--- config.mk ---
export PLATFORM = sky130hd
export DESIGN_NAME = short_name_validator_top
export DESIGN_NICKNAME = d
export VERILOG_FILES = /design/src/rtl/sname_pkg.sv /design/src/rtl/short_name_validator_top.sv
export SDC_FILE = /design/constraint.sdc
export NUM_CORES = 1
export LEC_CHECK = 0
export BUFFER_PORTS_ARGS = -buffer_cell sky130_fd_sc_hd__buf_2
export CORE_MARGIN = 3
export CORE_UTILIZATION = 58
export DETAILED_ROUTE_END_ITERATION = 10
export GPL_ROUTABILITY_DRIVEN = 1
export PLACE_DENSITY = 0.76
export REMOVE_ABC_BUFFERS = 1
export SLEW_MARGIN = 15
export SYNTH_ARGS = -nofsm -noshare
export SYNTH_HDL_FRONTEND = slang
export SYNTH_SLANG_ARGS = --single-unit
--- constraint.sdc ---
create_clock -name clk_i -period 7.43 [get_ports clk_i]
set_input_delay 1.486 -clock clk_i [delete_from_list [all_inputs] [get_ports clk_i]]
set_output_delay 1.486 -clock clk_i [all_outputs]
set_load 0.03 [all_outputs]
--- src/rtl/sname_pkg.sv ---
package sname_pkg;

  localparam int unsigned ByteW     = 8;
  localparam int unsigned BaseLen   = 8;
  localparam int unsigned ExtLen    = 3;
  localparam int unsigned BaseW     = BaseLen * ByteW;
  localparam int unsigned ExtW      = ExtLen * ByteW;
  localparam int unsigned CaseW     = 5;
  localparam int unsigned OutFieldW = 1 + BaseW + ExtW + CaseW;
  localparam int unsigned OutDataW  = ((OutFieldW + 7) / 8) * 8;

  localparam logic [ByteW-1:0] SpaceChar = 8'h20;
  localparam logic [ByteW-1:0] DotChar   = 8'h2E;
  localparam logic [BaseW-1:0] BaseSpaces = {BaseLen{SpaceChar}};
  localparam logic [ExtW-1:0]  ExtSpaces  = {ExtLen{SpaceChar}};

  localparam logic [CaseW-1:0] LcaseBase = 5'h08;
  localparam logic [CaseW-1:0] LcaseExt  = 5'h10;

  localparam logic [3:0] BaseCountSat = 4'd9;
  localparam logic [2:0] ExtCountSat  = 3'd4;

  typedef struct packed {
    logic             ok;
    logic             lower;
    logic             upper;
    logic [ByteW-1:0] ch;
  } char_class_t;

  // Uppercases letters and flags bytes outside the allowed set for the part.
  function automatic char_class_t classify(input logic [ByteW-1:0] c, input logic is_base);
    char_class_t r;
    r.ok    = 1'b0;
    r.lower = 1'b0;
    r.upper = 1'b0;
    r.ch    = c;
    if (c >= 8'h61 && c <= 8'h7A) begin
      r.ok    = 1'b1;
      r.lower = 1'b1;
      r.ch    = c - 8'h20;
    end else if (c >= 8'h41 && c <= 8'h5A) begin
      r.ok    = 1'b1;
      r.upper = 1'b1;
    end else if ((c >= 8'h30 && c <= 8'h39) || c == 8'h5F || c == 8'h2D) begin
      r.ok = 1'b1;
    end else if (is_base && (c == 8'h7E || c == 8'h21 || c == 8'h23 || c == 8'h24)) begin
      r.ok = 1'b1;
    end
    return r;
  endfunction

endpackage

--- src/rtl/short_name_validator_top.sv ---
// Channel   Direction  tdata fields (low bit up)                     tlast
// s_axis    in         name_byte[7:0]                                final_byte
// m_axis    out        is_clean, base_text[63:0], ext_text[23:0],    -
//                      case_bits[4:0], two zero pad bits
// One name byte is taken every cycle while the result register is free or being emptied.
// A result is registered from the byte that ends the name and shows in the cycle after it; other bytes give no result.
// The result register is the only storage on the output path, so a stalled output holds
// the input side only when a result is waiting and not taken.
// Reset clears the name state to empty with space-filled buffers and drops the output valid.
module short_name_validator_top
  import sname_pkg::*;
(
  input  logic                clk_i,
  input  logic                rst_ni,
  input  logic                s_axis_tvalid_i,
  output logic                s_axis_tready_o,
  input  logic [ByteW-1:0]    s_axis_tdata_i,   // name_byte
  input  logic                s_axis_tlast_i,   // final_byte
  output logic                m_axis_tvalid_o,
  input  logic                m_axis_tready_i,
  output logic [OutDataW-1:0] m_axis_tdata_o    // is_clean, base_text, ext_text, case_bits
);

  logic [3:0]       base_count_q, base_count_d;
  logic [2:0]       ext_count_q, ext_count_d;
  logic             dot_seen_q, dot_seen_d;
  logic             base_lo_q, base_lo_d, base_up_q, base_up_d;
  logic             ext_lo_q, ext_lo_d, ext_up_q, ext_up_d;
  logic             rejected_q, rejected_d;
  logic [BaseW-1:0] base_buf_q, base_buf_d;
  logic [ExtW-1:0]  ext_buf_q, ext_buf_d;

  logic                out_valid_q, out_valid_d;
  logic [OutDataW-1:0] out_data_q, out_data_d;

  logic        in_fire;
  logic        out_fire;
  char_class_t cls;
  logic        name_ok;
  logic [CaseW-1:0] case_bits;

  assign s_axis_tready_o = !out_valid_q || m_axis_tready_i;
  assign in_fire  = s_axis_tvalid_i && s_axis_tready_o;
  assign out_fire = out_valid_q && m_axis_tready_i;

  assign m_axis_tvalid_o = out_valid_q;
  assign m_axis_tdata_o  = out_data_q;

  assign cls = classify(s_axis_tdata_i, !dot_seen_q);

  always_comb begin
    base_count_d = base_count_q;
    ext_count_d  = ext_count_q;
    dot_seen_d   = dot_seen_q;
    base_lo_d    = base_lo_q;
    base_up_d    = base_up_q;
    ext_lo_d     = ext_lo_q;
    ext_up_d     = ext_up_q;
    rejected_d   = rejected_q;
    base_buf_d   = base_buf_q;
    ext_buf_d    = ext_buf_q;

    if (s_axis_tdata_i == DotChar) begin
      if (dot_seen_q || base_count_q == 4'd0) begin
        rejected_d = 1'b1;
      end
      dot_seen_d = 1'b1;
    end else if (!dot_seen_q) begin
      base_lo_d = base_lo_q | cls.lower;
      base_up_d = base_up_q | cls.upper;
      if (!cls.ok) begin
        rejected_d = 1'b1;
      end
      if (base_count_q >= 4'd8) begin
        rejected_d   = 1'b1;
        base_count_d = BaseCountSat;
      end else begin
        if (cls.ok) begin
          base_buf_d[base_count_q[2:0]*ByteW +: ByteW] = cls.ch;
        end
        base_count_d = base_count_q + 4'd1;
      end
    end else begin
      ext_lo_d = ext_lo_q | cls.lower;
      ext_up_d = ext_up_q | cls.upper;
      if (!cls.ok) begin
        rejected_d = 1'b1;
      end
      if (ext_count_q >= 3'd3) begin
        rejected_d  = 1'b1;
        ext_count_d = ExtCountSat;
      end else begin
        if (cls.ok) begin
          ext_buf_d[ext_count_q[1:0]*ByteW +: ByteW] = cls.ch;
        end
        ext_count_d = ext_count_q + 3'd1;
      end
    end
  end

  assign name_ok = !rejected_d && base_count_d >= 4'd1 && base_count_d <= 4'd8 &&
                   ext_count_d <= 3'd3 && !(base_lo_d && base_up_d) &&
                   !(ext_lo_d && ext_up_d);
  assign case_bits = (base_lo_d ? LcaseBase : '0) | (ext_lo_d ? LcaseExt : '0);

  always_comb begin
    out_valid_d = out_valid_q && !out_fire;
    out_data_d  = out_data_q;
    if (in_fire && s_axis_tlast_i) begin
      out_valid_d = 1'b1;
      if (name_ok) begin
        out_data_d = {2'b00, case_bits, ext_buf_d, base_buf_d, 1'b1};
      end else begin
        out_data_d = {2'b00, {CaseW{1'b0}}, ExtSpaces, BaseSpaces, 1'b0};
      end
    end
  end

  always_ff @(posedge clk_i or negedge rst_ni) begin
    if (!rst_ni) begin
      base_count_q <= '0;
      ext_count_q  <= '0;
      dot_seen_q   <= 1'b0;
      base_lo_q    <= 1'b0;
      base_up_q    <= 1'b0;
      ext_lo_q     <= 1'b0;
      ext_up_q     <= 1'b0;
      rejected_q   <= 1'b0;
      base_buf_q   <= BaseSpaces;
      ext_buf_q    <= ExtSpaces;
      out_valid_q  <= 1'b0;
    end else begin
      out_valid_q <= out_valid_d;
      if (in_fire) begin
        if (s_axis_tlast_i) begin
          base_count_q <= '0;
          ext_count_q  <= '0;
          dot_seen_q   <= 1'b0;
          base_lo_q    <= 1'b0;
          base_up_q    <= 1'b0;
          ext_lo_q     <= 1'b0;
          ext_up_q     <= 1'b0;
          rejected_q   <= 1'b0;
          base_buf_q   <= BaseSpaces;
          ext_buf_q    <= ExtSpaces;
        end else begin
          base_count_q <= base_count_d;
          ext_count_q  <= ext_count_d;
          dot_seen_q   <= dot_seen_d;
          base_lo_q    <= base_lo_d;
          base_up_q    <= base_up_d;
          ext_lo_q     <= ext_lo_d;
          ext_up_q     <= ext_up_d;
          rejected_q   <= rejected_d;
          base_buf_q   <= base_buf_d;
          ext_buf_q    <= ext_buf_d;
        end
      end
    end
  end

  always_ff @(posedge clk_i) begin
    out_data_q <= out_data_d;
  end

  a_state_clear: assert property (@(posedge clk_i) disable iff (!rst_ni)
    (in_fire && s_axis_tlast_i) |=> (base_count_q == 4'd0 && ext_count_q == 3'd0 &&
                                     !dot_seen_q && !rejected_q))
    else $error("name state not cleared after the last word");

  a_count_range: assert property (@(posedge clk_i) disable iff (!rst_ni)
    base_count_q <= BaseCountSat && ext_count_q <= ExtCountSat)
    else $error("part counter beyond saturation");

  a_ext_needs_dot: assert property (@(posedge clk_i) disable iff (!rst_ni)
    (ext_count_q != 3'd0) |-> dot_seen_q)
    else $error("extension counted without a dot");

  a_bad_blank: assert property (@(posedge clk_i) disable iff (!rst_ni)
    (out_valid_q && !out_data_q[0]) |->
      (out_data_q[BaseW+ExtW+CaseW:1] == {{CaseW{1'b0}}, ExtSpaces, BaseSpaces}))
    else $error("rejected name carries text or case bits");

  a_result_source: assert property (@(posedge clk_i) disable iff (!rst_ni)
    ($rose(out_valid_q)) |-> $past(in_fire && s_axis_tlast_i))
    else $error("result without a last word");

endmodule

==> qor.yml, run 1 <==
outcome:
  status: "finished, final reports clean"
setup_path:
  crit_fanout: 27
  cp-end-kind: "flip-flop"
  critical_path_required_ns: 7.66
  worstPathArrival_ns: 5.06
  start_kind: "primary input"
  crit_type: "in2reg"
  r2r_slack_ns: 2.98
cells_and_area:
  antennaDiodeCount: 0
  post-route-util_pct: 69.16
  area.growth.synth_to_final_pct: 14.62
  layout-drive-gt1-share_pct: 19.72
  nNetsFinal: 950
route:
  drt_first_iter_violations: 803
  wl_per_cell_um: 20.82
  viasPerCell: 6.483
  dr.pass1.iters: 5
  drt_wl_total_mm: 23.36
  antenna_left: 0
  drc: 0
  vias: 7274
synth:
  synth_seq_cells: 193
  synth_edf_count: 91
  synth_cell_types: 70
  yosys.area.top_type_share_pct: 30.58
  yosysMostFrequentCell: "nand2_1"
  ys.flop_type: "edfxtp_1"
  synth_common_cells: "nand2_1 (170), dfrtp_1 (91), edfxtp_1 (91), a21oi_1 (67), nor2_1 (59)"
  yosys_warnings: 0
  synthCells: 835
  ys_seq_area_share_pct: 59.30
  synth-async-reset-ratio_pct: 52.85
  synthTopCellsByArea: "edfxtp_1 (31%), dfrtp_1 (25%), nand2_1 (7.1%)"
  synth_area_sq_um: 8936
  syn-mean-instance-area_sq_um: 10.70
  yosysTopAreaCell: "edfxtp_1"
hold_path:
  hp-class: "reg2reg"
sta:
  drv_slew: 0
  fin_ws_ns: 2.604
  period_needed_ns: 4.826
  rsz0062_at_grt: "no"
  fin_skew_ns: 0.005785
  setup_tns_ns: 0
  finalCritPeriodShare_pct: 64.96
  hold_viol: 0
  slew_headroom_pct: 25.21
  worst_pin_slew_ns: 1.113
  fmax_ghz: 0.2072
  setup_viol: 0
global_route:
  grt_overflow: 0
  grt_max_degree: 72
  antenna_found_initial: 0
  grt_usage_pct: 27.87
  grt_pass1_wl_mm: 36.18
  grt_pass1_vias: 6783
power_and_ir_drop:
  power_density_nw_per_um2: 256.8
  ir_worst_vdd_mv: 0.1608
  p_total_mw: 2.630
  p_leak_nw: 4.013
clock_tree:
  cts_sinks: 193
  ctsHoldBuffers: 0
  cts_max_level: 4
  postCtsResizedCells: 0
  clk_pin_slew_ns: 0.07
  post-cts-setup-buffers: 0
  clk_latency_ns: 0.43
  root_buffer: "clkbuf_16"
  cts_tree: "built"
  numCtsBuffers: 17
  cts_buffer_depth: 2
placed_design:
  io_buffers: 105
  gp_congestion: 0.9216
  dp_slack_ns: 2.213
  dp_hpwl_mm: 15.70
floorplan:
  coreArea_sq_um: 14810
  chipHeight_um: 130.1
  io_pins: 111
  rows: 44
  initial_core_util_pct: 60.34
  fp.dieArea_sq_um: 16930
  die_w_um: 130.1
flow_run:
  maxCapViolations: 0
==> per-stage QoR <==
stage | hold slack [ns] | std cells | area, sq um
after floorplan | 0.4390 | 791 | 8736
after global placement | 0.4482 | 1090 | 9582
after detailed placement | 0.4528 | 1090 | 9582
after CTS | 0.4603 | 1122 | 10240
after global routing | 0.4878 | 1122 | 10240
final | 0.4619 | 1122 | 10240
==> cells in the final DEF (no fill, tap or decap), drive strengths merged, types with 5 or more instances in the layout <==
cell,count
nand3,19
a21oi,67
a22oi,16
o21ai,48
o211ai,12
edfxtp,91
a31oi,5
clkbuf,18
ha,12
conb,5
a32oi,8
o2bb2ai,15
clkinv,6
mux2i,15
nand2,170
and2,14
dfrtp,91
nor3,14
nor2,59
dfstp,11
inv,27
buf,115
a22o,33
==> cell families after synthesis <==
logic type	after synthesis	synth area share, %
DFF	193	59.30
buffers and inverters	71	3.374
and+or+nand+nor	308	15.79
other	1	0.04196
muxes	17	1.932
adders and majority gates	12	1.680
xor gates and xnor gates	1	0.09803
AOI/OAI and AO/OA	232	17.78
==> per-layer routing <==
metal,share of wire [%],GRT usage [%],vias to the layer above
met5,0,0,-
met4,3.2,11.43,0
met3,7.7,5.117,59
met2,48,43.39,413
met1,41,38.99,3585
li1,-,-,3217
==> critical path, stage by stage <==
cell      delay, ns
buf_2          0.24
or4_1          0.56
o221a_2        0.40
or4b_4         0.58
nor3_4         0.45
o31ai_1        0.18
nand3_2        0.42
buf_4          0.39
inv_2          0.19
o311ai_0       0.13
==> where the power goes <==
part           internal (mW)  switching, mW  total, mW
sequential              1.16         0.0291       1.19
clock                  0.586          0.430       1.02
combinational         0.0974          0.328      0.425
total                   1.84          0.787       2.63
==> state kept, by name (all words and copies together) (netlist names) <==
| register | flops |
|---|---|
| m_axis_tvalid_o | 1 |
| base_count_q | 4 |
| ext_buf_q | 24 |
| m_axis_tdata_o | 91 |
| dot_seen_q | 1 |
| ext_lo_q | 1 |
| base_buf_q | 64 |
| ext_up_q | 1 |
| rejected_q | 1 |
| ext_count_q | 3 |
| base_up_q | 1 |
| base_lo_q | 1 |
==> cell type report <==
class                   count  area [sq um]
flip-flops and latches    193          5299
fillers                  1085          4567
multi-input cells         575          3363
repair buffers            115         603.1
clock buffers              18         439.2
well taps                 184         230.2
clock inverters            14         221.5
inverters                  23         86.33
==> final timing paths <==
check                                             from                                to  cells after the start
setup / recovery                     s_axis_tdata_i[3]  m_axis_tdata_o[78]$_SDFFCE_PN1P_                     10
hold / removal              base_buf_q[37]$_DFFE_PN1P_        base_buf_q[37]$_DFFE_PN1P_                      2
setup reg to reg           base_count_q[0]$_DFFE_PN0P_        base_buf_q[19]$_DFFE_PN0P_                     10
hold reg to reg             base_buf_q[37]$_DFFE_PN1P_        base_buf_q[37]$_DFFE_PN1P_                      2
max in group asynchronous                       rst_ni         ext_buf_q[19]$_DFFE_PN0P_                      2
min in group asynchronous                       rst_ni        base_buf_q[10]$_DFFE_PN0P_                      1
(Power assumes the default switching activity.)
==> inputs of run 2 (changes only) <==
--- a/config.mk
+++ b/config.mk
@@ -5,12 +5,13 @@
 export SDC_FILE = /design/constraint.sdc
 export NUM_CORES = 1
 export LEC_CHECK = 0
+export ABC_AREA = 1
 export BUFFER_PORTS_ARGS = -buffer_cell sky130_fd_sc_hd__buf_2
 export CORE_MARGIN = 3
-export CORE_UTILIZATION = 58
+export CORE_UTILIZATION = 53
 export DETAILED_ROUTE_END_ITERATION = 10
 export GPL_ROUTABILITY_DRIVEN = 1
-export PLACE_DENSITY = 0.76
+export PLACE_DENSITY = 0.72
 export REMOVE_ABC_BUFFERS = 1
 export SLEW_MARGIN = 15
 export SYNTH_ARGS = -nofsm -noshare
==> constraint.sdc (replaced) <==
create_clock -name clk_i -period 4.3 [get_ports clk_i]
set_input_delay 0.86 -clock clk_i [delete_from_list [all_inputs] [get_ports clk_i]]
set_output_delay 0.86 -clock clk_i [all_outputs]
set_load 0.03 [all_outputs]
==> qor.yml, run 2 <==
setup_path:
  crit_type: "reg2reg"
  reg2reg_from: "base_count_q[0]$_DFFE_PN0P_"
  crit_slowest_cell: "ha_1"
  worstPathArrival_ns: 3.62  # -1.44 ns
  critical_path_required_ns: 4.56  # -3.10 ns
  r2r_slack_ns: 0.94  # -2.04 ns
  crit_fanout: 16  # -41%
  r2r_cells: 10  # unchanged
  cp.depth: 10  # unchanged
  cp_cell_sequence: "inv_1 > ha_1 > inv_1 > nor3_1 > inv_1 > nor2_1 > nand3_1 > o21ai_0 > inv_1 > nor2_1"
  cp.buffers_inverters: 4  # +1
  start_kind: "flip-flop"
  cp-end-kind: "flip-flop"
  cp_common_cell: "inv_1"
  cpPeakStageDelay_ns: 0.49  # -0.09 ns
  crit_family: "simple AND/OR/NAND/NOR gates"
  r2r-end: "m_axis_tdata_o[42]$_SDFFCE_PN0P_"
  startpoint: "base_count_q[0]$_DFFE_PN0P_"
  worstSetupEndpoint: "m_axis_tdata_o[42]$_SDFFCE_PN0P_"
outcome:
  status: "finished, final reports clean"
sta:
  setup_viol: 0  # unchanged
  hold_viol: 0  # unchanged
  fin_skew_ns: 0.008260  # +0.002475 ns
  finalCritPeriodShare_pct: 78.06
  drv_slew: 0  # unchanged
  rsz0062_at_grt: "no"
  fin_ws_ns: 0.9434  # -1.660 ns
  setup_tns_ns: 0  # unchanged
  slew_headroom_pct: 43.35  # +18 points
  worst_pin_slew_ns: 0.8498  # -0.2634 ns
  fmax_ghz: 0.2979
  period_needed_ns: 3.357
  hold_slack_ns: 0.4787  # +0.01682 ns
placed_design:
  placed_cells: 1491  # +37%
  dp_slack_ns: 0.8410  # -1.372 ns
  io_buffers: 105  # unchanged
  dp_hpwl_mm: 15.93  # +1.4%
  gp_congestion: 0.9251  # +0.38%
clock_tree:
  post-cts-setup-buffers: 0  # unchanged
  cts_max_level: 4  # unchanged
  root_buffer: "clkbuf_16"
  cts_buffer_depth: 2  # unchanged
  postCtsResizedCells: 0  # unchanged
  cts_tree: "built"
  ctsHoldBuffers: 0  # unchanged
  clk_pin_slew_ns: 0.07  # about the same
  cts_sinks: 193  # unchanged
  numCtsBuffers: 17  # unchanged
  clk_latency_ns: 0.43  # about the same
global_route:
  grt_usage_pct: 24.60  # -3.3 points
  grt_max_degree: 73  # +1.4%
  grt_overflow: 0  # unchanged
  grt_pass1_wl_mm: 39.43  # +9.0%
  grt_pass1_vias: 7762  # +14%
  antenna_found_initial: 0  # unchanged
floorplan:
  rows: 48  # +9.1%
  die_w_um: 141.7  # +8.9%
  fp.dieArea_sq_um: 20080  # +19%
  coreArea_sq_um: 17660  # +19%
  initial_core_util_pct: 55.28  # -5.1 points
  chipHeight_um: 141.7  # +8.9%
  io_pins: 111  # unchanged
route:
  antenna_left: 0  # unchanged
  drc: 0  # unchanged
  vias: 7968  # +9.5%
  drt_first_iter_violations: 557  # -31%
  drt_wl_total_mm: 23.77  # +1.7%
  wl_per_cell_um: 15.60  # -25%
  dr.pass1.iters: 5  # unchanged
  viasPerCell: 5.232  # -19%
synth:
  ys_seq_area_share_pct: 54.29  # -5.0 points
  syn-mean-instance-area_sq_um: 8.161  # -24%
  synth_seq_cells: 193  # unchanged
  yosysMostFrequentCell: "nand2_1"
  synth_cell_types: 35  # -50%
  synthTopCellsByArea: "edfxtp_1 (28%), dfrtp_1 (23%), nand2_1 (16%)"
  yosys.area.top_type_share_pct: 28.00  # -2.6 points
  synth_area_sq_um: 9761  # +9.2%
  yosysTopAreaCell: "edfxtp_1"
  yosys_warnings: 0  # unchanged
  synth_edf_count: 91  # unchanged
  synth_common_cells: "nand2_1 (421), inv_1 (146), nor2_1 (116), dfrtp_1 (91), edfxtp_1 (91)"
  ys.flop_type: "edfxtp_1"
  synth-async-reset-ratio_pct: 52.85  # unchanged
  synthCells: 1196  # +43%
cells_and_area:
  largest_reg_flops: 91  # unchanged
  fin_cells: 1523  # +36%
  regArea_sq_um: 5299  # unchanged
  nNetsFinal: 1310  # +38%
  layout_commonest_cell: "nand2_1"
  area.growth.synth_to_final_pct: 12.70
  layout-drive-gt1-share_pct: 16.33  # -3.4 points
  fill_cells: 1517  # +40%
  final_cell_mix: "nand2_1 (420), inv_1 (146), nor2_1 (114)"
  antennaDiodeCount: 0  # unchanged
  multi_input_area_sq_um: 3632  # +8.0%
hold_path:
  hp-class: "reg2reg"
power_and_ir_drop:
  p_leak_nw: 5.123  # +28%
  power_density_nw_per_um2: 389.6  # +52%
  ir_worst_vdd_mv: 0.3735  # +130%
flow_run:
  maxCapViolations: 0  # unchanged
## run 2: cell types whose count changed in the layout (fill, tap and decap cells not counted), moves of 18 or more
cell | previous run | this run
a21oi_1 | 67 | 13
a22o_1 | 33 | 0
inv_1 | 21 | 146
nand2_1 | 170 | 420
nand3_1 | 18 | 77
nand4_1 | 3 | 21
nor2_1 | 58 | 114
o21ai_0 | 40 | 62
## run 2: how the worst min path moves through the flow
stage | from | end | slack [ns] | depth (start not counted)
final | base_buf_q[12]$_DFFE_PN0P_ | base_buf_q[12]$_DFFE_PN0P_ | 0.48 | 2
after global placement | base_buf_q[27]$_DFFE_PN0P_ | base_buf_q[27]$_DFFE_PN0P_ | 0.46 | 2
after global routing | base_buf_q[11]$_DFFE_PN0P_ | base_buf_q[11]$_DFFE_PN0P_ | 0.50 | 2
after detailed placement | base_buf_q[43]$_DFFE_PN0P_ | base_buf_q[43]$_DFFE_PN0P_ | 0.46 | 2
after CTS | base_buf_q[47]$_DFFE_PN0P_ | base_buf_q[47]$_DFFE_PN0P_ | 0.48 | 2
after floorplan | base_buf_q[10]$_DFFE_PN0P_ | base_buf_q[10]$_DFFE_PN0P_ | 0.45 | 2
## run 2: per-layer routing
layer / routed length, um / share of wire [%] / GRT usage, % / up-vias
li1: - / - / - / 3941
met1: 10760 / 45 / 34.03 / 3740
met2: 11300 / 48 / 40.01 / 245
met3: 1133 / 4.8 / 3.370 / 42
met4: 565 / 2.4 / 8.889 / 0
met5: 0 / 0 / 0 / -
## run 2: logic make-up (layout without fill, tap and decap cells)
family                     Yosys count  after routing  synth area share [%]
and+or+nand+nor                    685            685                 29.95
buffers and inverters              208            306                 8.832
DFF                                193            193                 54.29
AOI/OAI and AO/OA                   96             96                 5.269
adders and majority gates           12             12                 1.538
other                                1              5               0.03842
xor gates and xnor gates             1              1               0.08975
## run 2: metrics by stage
step	utilization, %	cell area (sq um)	power, mW
4_1_cts	62.30	11000	4.300
5_1_grt	62.30	11000	4.472
3_3_place_gp	59.11	10440	2.773
3_5_place_dp	59.11	10440	2.780
6_report	62.30	11000	4.286
2_1_floorplan	-	9499	2.534
## run 2: layout make-up
class / instances / area share [%]
tap: 225 / 2.559
clock inverter: 11 / 0.9440
clock buffer: 21 / 4.186
multi-input combinational: 799 / 33.02
inverter: 156 / 5.323
timing repair buffer: 118 / 5.801
sequential: 193 / 48.17
## run 2: power by group
group          switching, mW  internal, mW
clock network          0.703         0.834
registers             0.0300          2.01
logic                  0.546         0.164
total                   1.28          3.01
## run 2: worst register-to-register path, stage by stage (launching register included)
cell	delay (ns)
dfrtp_1	0.38
inv_1	0.41
ha_1	0.50
inv_1	0.30
nor3_1	0.48
inv_1	0.11
nor2_1	0.14
nand3_1	0.32
o21ai_0	0.36
inv_1	0.08
nor2_1	0.12
==> inputs of run 3 (changes only) <==
--- a/config.mk
+++ b/config.mk
@@ -5,13 +5,13 @@
 export SDC_FILE = /design/constraint.sdc
 export NUM_CORES = 1
 export LEC_CHECK = 0
-export ABC_AREA = 1
+export ABC_AREA = 0
 export BUFFER_PORTS_ARGS = -buffer_cell sky130_fd_sc_hd__buf_2
 export CORE_MARGIN = 3
 export CORE_UTILIZATION = 53
 export DETAILED_ROUTE_END_ITERATION = 10
 export GPL_ROUTABILITY_DRIVEN = 1
-export PLACE_DENSITY = 0.72
+export PLACE_DENSITY = 0.73
 export REMOVE_ABC_BUFFERS = 1
 export SLEW_MARGIN = 15
 export SYNTH_ARGS = -nofsm -noshare
==> constraint.sdc (replaced) <==
create_clock -name clk_i -period 2.74 [get_ports clk_i]
set_input_delay 0.548 -clock clk_i [delete_from_list [all_inputs] [get_ports clk_i]]
set_output_delay 0.548 -clock clk_i [all_outputs]
set_load 0.03 [all_outputs]
==> qor.yml, run 3 (synthesized netlist as in run 1, its figures left out) <==
flow_run:
  maxCapViolations: 0  # unchanged
cells_and_area:
  fill_cells: 1118  # -26%
  antennaDiodeCount: 0  # unchanged
  area.growth.synth_to_final_pct: 31.42
  postLayoutCellArea_sq_um: 11740  # +6.8%
  largest_reg_flops: 91  # unchanged
  layout_commonest_cell: "nand2_1"
  nNetsFinal: 1077  # -18%
  final_cell_mix: "nand2_1 (169), buf_4 (119), buf_2 (102)"
  layout-drive-gt1-share_pct: 33.80  # +17 points
clock_tree:
  cts_max_level: 4  # unchanged
  numCtsBuffers: 17  # unchanged
  cts_buffer_depth: 2  # unchanged
  cts_sinks: 193  # unchanged
  clk_pin_slew_ns: 0.07  # about the same
  cts_tree: "built"
  root_buffer: "clkbuf_16"
  clk_latency_ns: 0.44  # about the same
floorplan:
  coreArea_sq_um: 16170  # -8.4%
  fp.dieArea_sq_um: 18460  # -8.1%
  chipHeight_um: 135.9  # -4.1%
  io_pins: 111  # unchanged
  die_w_um: 135.9  # -4.1%
  rows: 46  # -4.2%
  initial_core_util_pct: 55.25  # about the same
hold_path:
  hp-class: "in2async"
global_route:
  grt_max_degree: 59  # -19%
  grt_pass1_vias: 7028  # -9.5%
  grt_usage_pct: 26.63  # +2.0 points
  grt_overflow: 0  # unchanged
  grt_pass1_wl_mm: 37.74  # -4.3%
  antenna_found_initial: 0  # unchanged
setup_path:
  cp.buffers_inverters: 4  # unchanged
  crit_family: "simple AND/OR/NAND/NOR gates"
  cp-end-kind: "flip-flop"
  crit_slowest_cell: "or4b_4"
  cp_cell_sequence: "buf_8 > or4_1 > o221a_2 > or4b_4 > nor3_4 > o31ai_4 > nand3_4 > buf_12 > clkinv_8 > buf_4 > o211ai_1"
  cpPeakStageDelay_ns: 0.56  # +0.07 ns
  critical_path_required_ns: 2.99  # -1.57 ns
  worstPathArrival_ns: 3.06  # -0.56 ns
  crit_fanout: 8  # -8
  start_kind: "primary input"
  crit_type: "in2reg"
sta:
  rsz0062_at_grt: "yes"
  hold_viol: 0  # unchanged
  hold_slack_ns: 0.1183  # -0.3604 ns
  setup_viol: 58  # +58
  finalCritPeriodShare_pct: 102.4
  worst_pin_slew_ns: 0.6866  # -0.1632 ns
  fmax_ghz: 0.3562
  fin_skew_ns: 0.009526  # +0.001266 ns
  period_needed_ns: 2.807
  drv_slew: 0  # unchanged
  fin_ws_ns: -0.06711  # -1.011 ns
  slew_headroom_pct: 53.87  # +11 points
placed_design:
  io_buffers: 105  # unchanged
  dp_hpwl_mm: 16.62  # +4.4%
  gp_congestion: 0.9541  # +3.1%
  postPlaceCellArea_sq_um: 10660  # +2.1%
route:
  viasPerCell: 5.956  # +14%
  vias: 7629  # -4.3%
  drt_first_iter_violations: 977  # +75%
  drc: 0  # unchanged
  antenna_left: 0  # unchanged
  drt_wl_total_mm: 24.95  # +5.0%
  dr.pass1.iters: 6  # +1
  wl_per_cell_um: 19.48  # +25%
power_and_ir_drop:
  p_clk_share_pct: 33.5  # -2.4 points
  intPower_mw: 5.126  # +70%
  power_switching_mw: 2.249  # +76%
  p_leak_nw: 4.731  # -7.6%
  p_sw_share_pct: 30.50  # +0.66 points
  p_total_mw: 7.375  # +72%
  p_seq_share_pct: 43.5  # -4.1 points
  ir_worst_vdd_mv: 0.4969  # +33%
  power_density_nw_per_um2: 628.0  # +61%
  combinationalPowerShare_pct: 23.0  # +6.4 points
outcome:
  status: "complete, but fails checks"
  violations: "setup timing"
[run 3: layer usage]
layer | global-route usage (%) | wire [um] | up-vias
li1 | - | - | 3476
met1 | 38.22 | 10280 | 3696
met2 | 40.68 | 12030 | 395
met3 | 5.329 | 1898 | 62
met4 | 9.798 | 742 | 0
met5 | 0 | 0 | -
[run 3: final timing paths]
| kind | start | to | slack [ns] | depth (start not counted) |
|---|---|---|---|---|
| setup reg to reg | base_count_q[0]$_DFFE_PN0P_ | m_axis_tdata_o[54]$_SDFFCE_PN1P_ | 0.05 | 12 |
| setup / recovery | s_axis_tdata_i[3] | m_axis_tdata_o[54]$_SDFFCE_PN1P_ | -0.07 | 11 |
| max in group asynchronous | rst_ni | ext_buf_q[13]$_DFFE_PN1P_ | 1.78 | 2 |
| hold / removal | rst_ni | base_buf_q[26]$_DFFE_PN0P_ | 0.12 | 1 |
| hold reg to reg | ext_buf_q[5]$_DFFE_PN1P_ | ext_buf_q[5]$_DFFE_PN1P_ | 0.47 | 2 |
| min in group clk_i | ext_buf_q[5]$_DFFE_PN1P_ | ext_buf_q[5]$_DFFE_PN1P_ | 0.47 | 2 |
[run 3: what timing repair did]
item | CTS | global route
hold buffers | 0 | 0
setup endpoints to repair | 109 | 138
cloned | 0 | 4
hold endpoints to repair | 0 | 0
pin swaps | 1 | 13
gates resized for setup | 9 | 78
buffers inserted | 0 | 6
[run 3: final cells by class]
type / instances / area, sq um / area share (%)
clock buffer: 20 / 467.9 / 3.985
clock inverter: 12 / 122.6 / 1.044
inverter: 23 / 98.84 / 0.8417
multi-input combinational: 575 / 3684 / 31.37
sequential: 193 / 5299 / 45.12
tap: 216 / 270.3 / 2.301
timing repair buffer: 242 / 1802 / 15.34
[run 3: power by group through the flow]
stage,Sequential [mW],Combinational (mW),Clock (mW)
floorplan,3.37,0.620,0
global placement,3.26,1.42,0
detailed placement,3.26,1.44,0
CTS,3.20,1.46,2.48
global route,3.22,1.80,2.62
finish,3.21,1.69,2.47
[run 3: stage by stage]
stage	TNS, ns	std cells	worst slack (ns)	util, %
finish	-1.534	1281	-0.06711	72.61
global route	-5.676	1281	-0.1088	72.61
CTS	-0.004473	1272	-0.004473	69.82
detailed placement	-78.11	1240	-0.6054	65.90
global placement	-67.35	1240	-0.5134	65.90
floorplan	-430.19	791	-3.721	-
[run 3: worst register-to-register path, stage by stage, from the launching register on]
cell	delay [ns]
dfrtp_1	0.36
inv_1	0.09
ha_1	0.35
nor2_2	0.19
nand2_1	0.11
xnor2_1	0.14
o311ai_0	0.34
o211ai_1	0.24
nand3_4	0.18
buf_12	0.17
clkinv_8	0.09
buf_4	0.13
o211ai_1	0.11
